File: config.mk
export PLATFORM = sky130hd
export DESIGN_NAME = indexed_integer_list_store
export DESIGN_NICKNAME = d
export VERILOG_FILES = /design/src/hdl/ils_pkg.sv /design/src/hdl/ils_ram.sv /design/src/hdl/ils_cmp.sv /design/src/hdl/indexed_integer_list_store.sv
export SDC_FILE = /design/constraint.sdc
export NUM_CORES = 1
export LEC_CHECK = 0
export CAP_MARGIN = 0
export CORE_MARGIN = 4
export CORE_UTILIZATION = 50
export CTS_CLUSTER_DIAMETER = 80
export DETAILED_ROUTE_END_ITERATION = 10
export DONT_BUFFER_PORTS = 1
export PLACE_DENSITY = 0.61
export SETUP_SLACK_MARGIN = 0.3
export SYNTH_ARGS = -nofsm -noshare
export SYNTH_HDL_FRONTEND = slang
export SYNTH_SLANG_ARGS = --single-unit
export TNS_END_PERCENT = 50
File: constraint.sdc
create_clock -name clk -period 11 [get_ports clk]
set_input_delay 2.2 -clock clk [delete_from_list [all_inputs] [get_ports clk]]
set_output_delay 2.2 -clock clk [all_outputs]
set_load 0.01 [all_outputs]
File: src/hdl/ils_pkg.sv
// Shared constants for the indexed integer list store.
// Field widths, request codes and status codes; no dependencies.
package ils_pkg;

  localparam int CAPACITY_DEF = 16;

  localparam int DATA_W    = 32;
  localparam int REQ_W     = 3;
  localparam int POS_IN_W  = 5;
  localparam int POS_OUT_W = 4;
  localparam int CNT_OUT_W = 5;
  localparam int STAT_W    = 2;

  // Request codes
  localparam logic [REQ_W-1:0] REQ_INSERT     = 3'd0;
  localparam logic [REQ_W-1:0] REQ_READ       = 3'd1;
  localparam logic [REQ_W-1:0] REQ_REMOVE     = 3'd2;
  localparam logic [REQ_W-1:0] REQ_FIND_FIRST = 3'd3;
  localparam logic [REQ_W-1:0] REQ_FIND_LAST  = 3'd4;
  localparam logic [REQ_W-1:0] REQ_MAX_POS    = 3'd5;

  // Status codes
  localparam logic [STAT_W-1:0] STAT_OK    = 2'd0;
  localparam logic [STAT_W-1:0] STAT_RANGE = 2'd1;
  localparam logic [STAT_W-1:0] STAT_FULL  = 2'd2;

endpackage

File: src/hdl/ils_ram.sv
// Generic single-write, single-read RAM with registered read data.
// No dependencies.
module ils_ram #(
  parameter int WIDTH = 32,
  parameter int DEPTH = 16
) (
  input  logic                     clk,
  input  logic                     we,
  input  logic [$clog2(DEPTH)-1:0] waddr,
  input  logic [WIDTH-1:0]         wdata,
  input  logic [$clog2(DEPTH)-1:0] raddr,
  output logic [WIDTH-1:0]         rdata
);

  logic [WIDTH-1:0] mem [DEPTH];

  always_ff @(posedge clk) begin
    if (we) begin
      mem[waddr] <= wdata;
    end
    rdata <= mem[raddr];
  end

endmodule

File: src/hdl/ils_cmp.sv
// Shared compare unit of the list store: equality and signed greater-than.
// Depends on ils_pkg.
module ils_cmp (
  input  logic signed [ils_pkg::DATA_W-1:0] a,
  input  logic signed [ils_pkg::DATA_W-1:0] b,
  output logic                              eq,
  output logic                              gt
);
  import ils_pkg::*;

  assign eq = (a == b);
  assign gt = (a > b);

endmodule

File: src/hdl/indexed_integer_list_store.sv
// Top level of the indexed integer list store: sequencer, entry RAM, compare unit.
// Depends on ils_pkg, ils_ram and ils_cmp.
//
//   channel   | handshake             | payload
//   ----------+-----------------------+------------------------------------------
//   request   | start / busy          | req_type, item_value, position_in
//   result    | done (one-cycle pulse)| status, value_out, position_out, found,
//             |                       | entry_count, is_empty
//
// A request transfer happens on a rising edge with start high and busy low.
// Reads, removes, searches and inserts below the tail walk the stored entries through
// one RAM read port, one entry per cycle, with no stall during the walk.
// Busy stays high from the transfer through done, then drops before the next transfer.
// Synchronous reset empties the store; entries are never cleared.
// The result is held for one cycle under done; the receiver cannot stall it.
module indexed_integer_list_store #(
  parameter int CAPACITY = ils_pkg::CAPACITY_DEF
) (
  input  logic                                clk,
  input  logic                                rst,
  input  logic                                start,
  output logic                                busy,
  input  logic [ils_pkg::REQ_W-1:0]           req_type,
  input  logic signed [ils_pkg::DATA_W-1:0]   item_value,
  input  logic [ils_pkg::POS_IN_W-1:0]        position_in,
  output logic                                done,
  output logic [ils_pkg::STAT_W-1:0]          status,
  output logic signed [ils_pkg::DATA_W-1:0]   value_out,
  output logic [ils_pkg::POS_OUT_W-1:0]       position_out,
  output logic                                found,
  output logic [ils_pkg::CNT_OUT_W-1:0]       entry_count,
  output logic                                is_empty
);
  import ils_pkg::*;

  localparam int IDX_W = $clog2(CAPACITY);
  localparam int CNT_W = $clog2(CAPACITY + 1);
  // compare width covering both the position field and the count
  localparam int CW    = (CNT_W > POS_IN_W) ? CNT_W : POS_IN_W;

  typedef enum logic [5:0] {
    S_IDLE  = 6'b000001,
    S_CHECK = 6'b000010,
    S_SCAN  = 6'b000100,
    S_LAST  = 6'b001000,
    S_PUT   = 6'b010000,
    S_DONE  = 6'b100000
  } state_t;

  state_t state, state_next;

  // Control state
  logic [CNT_W-1:0] occ;
  logic             dv;        // RAM read data valid this cycle

  // Request and working registers
  logic [REQ_W-1:0]         kind;
  logic signed [DATA_W-1:0] val;
  logic [POS_IN_W-1:0]      pos;
  logic [STAT_W-1:0]        res_status;
  logic signed [DATA_W-1:0] vout;
  logic [IDX_W-1:0]         pout;
  logic                     hit;
  logic signed [DATA_W-1:0] best;
  logic [IDX_W-1:0]         rd_ptr;
  logic [IDX_W-1:0]         rd_end;
  logic                     rd_down;
  logic [IDX_W-1:0]         d_idx;     // index of the word on the RAM output

  // Check decisions
  logic [STAT_W-1:0] chk_status;
  logic              chk_go;
  logic              chk_put;
  logic [IDX_W-1:0]  chk_start;
  logic [IDX_W-1:0]  chk_end;
  logic              chk_down;

  logic [CW-1:0]     pos_w;
  logic [CW-1:0]     occ_w;
  logic [IDX_W-1:0]  pos_idx;
  logic [IDX_W-1:0]  occ_last;
  logic              scan_end;

  // RAM and compare unit
  logic              ram_we;
  logic [IDX_W-1:0]  ram_waddr;
  logic [DATA_W-1:0] ram_wdata;
  logic [DATA_W-1:0] ram_rdata;
  logic signed [DATA_W-1:0] cmp_b;
  logic              cmp_eq;
  logic              cmp_gt;

  assign pos_w    = CW'(pos);
  assign occ_w    = CW'(occ);
  assign pos_idx  = IDX_W'(pos);
  assign occ_last = IDX_W'(occ - 1'b1);
  assign scan_end = (rd_ptr == rd_end);

  // Decide the walk for the latched request.
  always_comb begin
    chk_status = STAT_OK;
    chk_go     = 1'b0;
    chk_put    = 1'b0;
    chk_start  = '0;
    chk_end    = '0;
    chk_down   = 1'b0;
    case (kind)
      REQ_INSERT: begin
        if (pos_w > occ_w) begin
          chk_status = STAT_RANGE;
        end else if (occ == CNT_W'(CAPACITY)) begin
          chk_status = STAT_FULL;
        end else if (pos_w == occ_w) begin
          chk_put = 1'b1;
        end else begin
          // move entries pos..occ-1 up one place, top first
          chk_go    = 1'b1;
          chk_start = occ_last;
          chk_end   = pos_idx;
          chk_down  = 1'b1;
        end
      end
      REQ_READ: begin
        if (pos_w >= occ_w) begin
          chk_status = STAT_RANGE;
        end else begin
          chk_go    = 1'b1;
          chk_start = pos_idx;
          chk_end   = pos_idx;
        end
      end
      REQ_REMOVE: begin
        if (pos_w >= occ_w) begin
          chk_status = STAT_RANGE;
        end else begin
          chk_go    = 1'b1;
          chk_start = pos_idx;
          chk_end   = occ_last;
        end
      end
      REQ_FIND_FIRST, REQ_FIND_LAST, REQ_MAX_POS: begin
        if (occ != '0) begin
          chk_go    = 1'b1;
          chk_start = '0;
          chk_end   = occ_last;
        end
      end
      default: begin
      end
    endcase
  end

  always_comb begin
    state_next = state;
    case (state)
      S_IDLE:  if (start) state_next = S_CHECK;
      S_CHECK: begin
        if (chk_go) begin
          state_next = S_SCAN;
        end else if (chk_put) begin
          state_next = S_PUT;
        end else begin
          state_next = S_DONE;
        end
      end
      S_SCAN:  if (scan_end) state_next = S_LAST;
      S_LAST:  state_next = (kind == REQ_INSERT) ? S_PUT : S_DONE;
      S_PUT:   state_next = S_DONE;
      S_DONE:  state_next = S_IDLE;
      default: state_next = S_IDLE;
    endcase
  end

  // RAM write: shift moves while data streams out, then the inserted value.
  always_comb begin
    ram_we    = 1'b0;
    ram_waddr = '0;
    ram_wdata = ram_rdata;
    if (state == S_PUT) begin
      ram_we    = 1'b1;
      ram_waddr = pos_idx;
      ram_wdata = val;
    end else if (dv && kind == REQ_INSERT) begin
      ram_we    = 1'b1;
      ram_waddr = IDX_W'(d_idx + 1'b1);
    end else if (dv && kind == REQ_REMOVE && d_idx != pos_idx) begin
      ram_we    = 1'b1;
      ram_waddr = IDX_W'(d_idx - 1'b1);
    end
  end

  assign cmp_b = (kind == REQ_MAX_POS) ? best : val;

  ils_ram #(
    .WIDTH (DATA_W),
    .DEPTH (CAPACITY)
  ) u_ram (
    .clk   (clk),
    .we    (ram_we),
    .waddr (ram_waddr),
    .wdata (ram_wdata),
    .raddr (rd_ptr),
    .rdata (ram_rdata)
  );

  ils_cmp u_cmp (
    .a  (ram_rdata),
    .b  (cmp_b),
    .eq (cmp_eq),
    .gt (cmp_gt)
  );

  // Control state: sequencer, count, read-data valid.
  always_ff @(posedge clk) begin
    if (rst) begin
      state <= S_IDLE;
      occ   <= '0;
      dv    <= 1'b0;
    end else begin
      state <= state_next;
      dv    <= (state == S_SCAN);
      if (state == S_LAST && kind == REQ_REMOVE) begin
        occ <= CNT_W'(occ - 1'b1);
      end else if (state == S_PUT) begin
        occ <= CNT_W'(occ + 1'b1);
      end
    end
  end

  // Request, walk pointer and result registers.
  always_ff @(posedge clk) begin
    if (state == S_IDLE && start) begin
      // latch the transfer and clear the result
      kind       <= req_type;
      val        <= item_value;
      pos        <= position_in;
      res_status <= STAT_OK;
      vout       <= '0;
      pout       <= '0;
      hit        <= 1'b0;
    end
    if (state == S_CHECK) begin
      res_status <= chk_status;
      rd_ptr     <= chk_start;
      rd_end     <= chk_end;
      rd_down    <= chk_down;
    end
    if (state == S_SCAN) begin
      d_idx <= rd_ptr;
      if (!scan_end) begin
        // advance the read pointer toward the end of the walk
        rd_ptr <= rd_down ? IDX_W'(rd_ptr - 1'b1) : IDX_W'(rd_ptr + 1'b1);
      end
    end
    if (dv) begin
      case (kind)
        REQ_READ: vout <= ram_rdata;
        REQ_REMOVE: begin
          if (d_idx == pos_idx) vout <= ram_rdata;
        end
        REQ_FIND_FIRST: begin
          if (cmp_eq && !hit) begin
            hit  <= 1'b1;
            pout <= d_idx;
          end
        end
        REQ_FIND_LAST: begin
          if (cmp_eq) begin
            hit  <= 1'b1;
            pout <= d_idx;
          end
        end
        REQ_MAX_POS: begin
          // strict compare keeps the first position of the maximum
          if (!hit || cmp_gt) begin
            hit  <= 1'b1;
            best <= ram_rdata;
            pout <= d_idx;
          end
        end
        default: begin
        end
      endcase
    end
  end

  assign busy         = (state != S_IDLE);
  assign done         = (state == S_DONE);
  assign status       = res_status;
  assign value_out    = vout;
  assign position_out = POS_OUT_W'(pout);
  assign found        = hit;
  assign entry_count  = CNT_OUT_W'(occ);
  assign is_empty     = (occ == '0);

  // The result strobe lasts one cycle.
  a_done_pulse: assert property (@(posedge clk) disable iff (rst) done |=> !done)
    else $error("done held longer than one cycle");

  // The count never passes the capacity.
  a_occ_bound: assert property (@(posedge clk) disable iff (rst)
    occ <= CNT_W'(CAPACITY))
    else $error("occupancy above capacity");

  // A full status only when the store is full.
  a_full_status: assert property (@(posedge clk) disable iff (rst)
    (done && res_status == STAT_FULL) |-> (occ == CNT_W'(CAPACITY)))
    else $error("full status with room left");

  // A rejected request reports no match.
  a_err_nohit: assert property (@(posedge clk) disable iff (rst)
    (done && res_status != STAT_OK) |-> !hit)
    else $error("found set on an error result");

  // The RAM is written only inside a request.
  a_we_busy: assert property (@(posedge clk) disable iff (rst) ram_we |-> busy)
    else $error("RAM write while idle");

endmodule

==> summary.txt <==
Worst setup path
  – Worst path max stage delay: 0.89 ns
  – CP Capture Type: flip-flop
  – Flop-to-flop setup slack: 6.19 ns
  – R2r startpoint: kind[2]$_DFFE_PP_
  – Crit Path Class: flip-flop to flip-flop
  – Required time at the endpoint of the critical path: 11.21 ns
  – CP max FO: 37
  – Slowest CP cell: and4_2
  – R2R depth: 10
  – CP startpoint kind: flip-flop
  – Family with the most delay on the worst path: simple AND/OR/NAND/NOR gates
  – Crit-path cells: nor2b_1 > nand2_2 > buf_4 > mux2i_1 > ha_1 > nand4_1 > nor4_4 > or3b_1 > a32oi_4 > and4_2
  – Worst EP arrival: 5.02 ns
  – WP buf/inv: 1
  – Reg-to-Reg End: best[0]$_DFFE_PP_

CTS
  – Reg clk slew, reported paths: 0.06 ns
  – Setup Buffers After CTS: 0
  – Clock Tree Buf Depth: 3
  – Post_cts resized: 0
  – CTS tree: yes
  – Insertion delay to the later sink of the worst-skew pair: 0.61 ns
  – Htree depth: 3
  – # hold bufs at CTS: 0
  – Root buffer cell: clkbuf_16
  – Num CTS Buffers: 72
  – Clock sink total: 680

Global routing
  – First-pass GRT wire length: 94600 µm
  – Initial antenna violation count: 0
  – Congestion Overflow GR: 0
  – Total GRT Usage: 22.8%
  – Number of global-route vias before repair: 14.0k
  – Largest net degree at the start of global routing: 97

Outcome
  – Status: complete, no violations

Power
  – Maximum VDD drop: 0.127 mV
  – Clock Power Share: 41.9%
  – Net switching power: 1.18 mW
  – Leakage power: 10.0 nW
  – PwrDens: 184 mW/mm²
  – Sw frac: 21.3%
  – Gate power share: 5.0%
  – P_int: 4.34 mW
  – Seq pwr share: 53.1%

Synthesis
  – Post-synth cell types: 61
  – Post-synth ARST share: 0%
  – Post-synth top area share: 66.5%
  – Syn_nets: 1547
  – Syn Area/Cell: 18.4 µm²
  – Post-synth EDFFs: 595
  – Part of the Yosys area used for sequential elements: 72.9%
  – #FFs+latches synth: 680
  – Cell accounting for the most synthesized area: edfxtp_1
  – Synth Instances: 1459
  – YS warnings: 0
  – Largest cells by area after synthesis: edfxtp_1 (67%), mux4_2 (13%), dfxtp_1 (6.3%), nand2_1 (2.6%), ha_1 (2.1%)
  – Area of the mapped netlist: 0.0269 mm²
  – Top FF cell, synth: edfxtp_1

Floorplanning
  – Die H: 240 µm
  – # rows: 84
  – Chip Width: 240 µm
  – Ports: 90
  – Full die area: 0.0575 mm²
  – Starting Density: 50.8%
  – Core area: 0.0529 mm²

Routing
  – Initial DRC count: 1346
  – DR vias: 13.6k
  – Post-route ant nets: 0
  – Vias per cell: 6.10
  – Total Routed Length: 64100 µm
  – Drt first pass iters: 5
  – WL/cell: 28.7 µm
  – Post-route DRC: 0

STA
  – Final period utilization: 43.7%
  – Worst slew margin: 25.8%
  – Final count of pins violating max slew: 0
  – Setup-failing EPs final: 0
  – Maximum clock rate: 208 MHz
  – Final TNS setup: 0 ns
  – Clock period minus worst slack: 4.81 ns
  – Least-Margin Pin Slew: 1.10 ns
  – Unrepaired setup endpoints after global routing: false
  – WHS: 0.452 ns
  – Final Hold Fails: 0
  – Clk_skew: 0.0290 ns

Job
  – Max-cap violations: 0

Min path
  – Worst-case hold path end point: best[0]$_DFFE_PP_
  – Hold WC Path Type: flip-flop to flip-flop
  – Min-Delay Path Depth: 0
  – Hold Crit Start: u_ram.rdata[0]$_DFF_P_

Cells and area
  – Share of layout cells above drive strength 1: 21.0%
  – Area grow syn2layout: 12.0%
  – # diodes: 0
  – Filler Cell Count: 3930
  – Post-Layout Cell Count: 2236
  – Final Instance Area: 0.0301 mm²
  – Final nets: 1580

Placed design
  – Detailed placement HPWL: 33800 µm
  – Placed cells: 2106
  – PortBufs: 0
  – Post-place instance area: 0.0278 mm²
  – Final GP Congestion: 0.795
registers in the layout, indices dropped and copies added (netlist names), 5 cells and up:
signal,count
val,32
state,6
u_ram.mem,512
u_ram.rdata,32
pos,5
entry_count,5
value_out,32
best,32
cells in the mapped netlist, types with 7 or more instances:
| cell type | instances |
|---|---|
| ha_1 | 44 |
| mux2i_1 | 42 |
| dfxtp_1 | 85 |
| nand3_1 | 44 |
| clkbuf_1 | 40 |
| and2_1 | 8 |
| inv_1 | 26 |
| buf_2 | 11 |
| nor2_1 | 32 |
| mux4_2 | 160 |
| nor3_1 | 7 |
| buf_1 | 18 |
| xnor2_1 | 14 |
| edfxtp_1 | 595 |
| nand2_1 | 188 |
| o21ai_0 | 13 |
| a21oi_1 | 25 |
| nand4_1 | 8 |
layer usage:
layer / wire (µm) / vias up / track usage, %
li1: - / 5893 / -
met2: 31400 / 486 / 37.0
met1: 26900 / 7155 / 31.8
met3: 4390 / 100 / 5.18
met4: 1370 / 0 / 5.91
met5: 0 / - / 0
worst register-to-register path, stage by stage, from the launching register on:
cell      delay, ns
edfxtp_1       0.51
nor2b_1        0.22
nand2_2        0.08
buf_4          0.50
mux2i_1        0.20
ha_1           0.35
nand4_1        0.28
nor4_4         0.44
or3b_1         0.45
a32oi_4        0.44
and4_2         0.90
through the flow:
| step | utilization, % | setup slack (ns) | power [mW] |
|---|---|---|---|
| final | 56.9 | 6.19 | 5.52 |
| after floorplan | - | 6.57 | 3.16 |
| after global routing | 56.9 | 5.93 | 5.72 |
| after detailed placement | 52.6 | 6.20 | 3.26 |
| after CTS | 56.9 | 6.15 | 5.57 |
| after global placement | 52.6 | 6.29 | 3.25 |
cell type report:
| cell class | count | area (µm²) | area share (%) |
|---|---|---|---|
| sequential | 680 | 19600 | 65.1 |
| multi-input combinational | 684 | 7050 | 23.4 |
| clock buffer | 109 | 2120 | 7.06 |
| tap | 688 | 861 | 2.86 |
| timing repair buffer | 28 | 223 | 0.741 |
| clock inverter | 21 | 145 | 0.483 |
| inverter | 26 | 97.6 | 0.325 |
placed cells by master, fill, tap and decap left out, drive strengths merged, types with 4 or more instances in the layout:
cell type,Yosys,layout
edfxtp,595,595
nand2,188,188
mux4,160,160
clkbuf,40,109
dfxtp,85,85
nand3,45,45
ha,44,44
mux2i,42,42
nor2,32,32
buf,29,28
inv,26,27
a21oi,25,25
clkinv,0,19
xnor2,14,14
o21ai,13,13
nand4,9,9
and2,8,8
nor3,7,7
a21o,6,6
xor2,6,6
nor4,6,6
o22a,5,5
o22ai,5,5
o21a,5,5
and3,5,5
a21boi,5,5
a221oi,4,4
o221ai,4,4
worst max-delay path by stage:
stage,from,cells past startpoint,endpoint
final,kind[2]$_DFFE_PP_,10,best[0]$_DFFE_PP_
after CTS,kind[2]$_DFFE_PP_,10,best[0]$_DFFE_PP_
after floorplan,kind[2]$_DFFE_PP_,11,best[0]$_DFFE_PP_
after detailed placement,kind[2]$_DFFE_PP_,10,best[7]$_DFFE_PP_
after global routing,kind[2]$_DFFE_PP_,11,best[0]$_DFFE_PP_
after global placement,kind[2]$_DFFE_PP_,11,best[10]$_DFFE_PP_
cell families after synthesis:
kind of cell / count (synthesis) / synth area share, %
AND/OR/NAND/NOR: 323 / 5.49
multiplexers: 203 / 15.0
buffers and inverters: 95 / 1.38
XOR/XNOR: 20 / 0.652
flip-flops: 680 / 72.9
adder cells (fa/ha/maj): 45 / 2.12
AO/OA/AOI/OAI: 93 / 2.46
power groups by stage:
| stage | Sequential (mW) | Combinational, mW | Clock (mW) |
|---|---|---|---|
| finish | 2.93 | 0.273 | 2.31 |
| global route | 2.94 | 0.303 | 2.48 |
| CTS | 2.93 | 0.277 | 2.36 |
| detailed placement | 2.99 | 0.276 | 0 |
| global placement | 2.99 | 0.266 | 0 |
| floorplan | 2.95 | 0.214 | 0 |
Power figures use the tool's default switching activity.
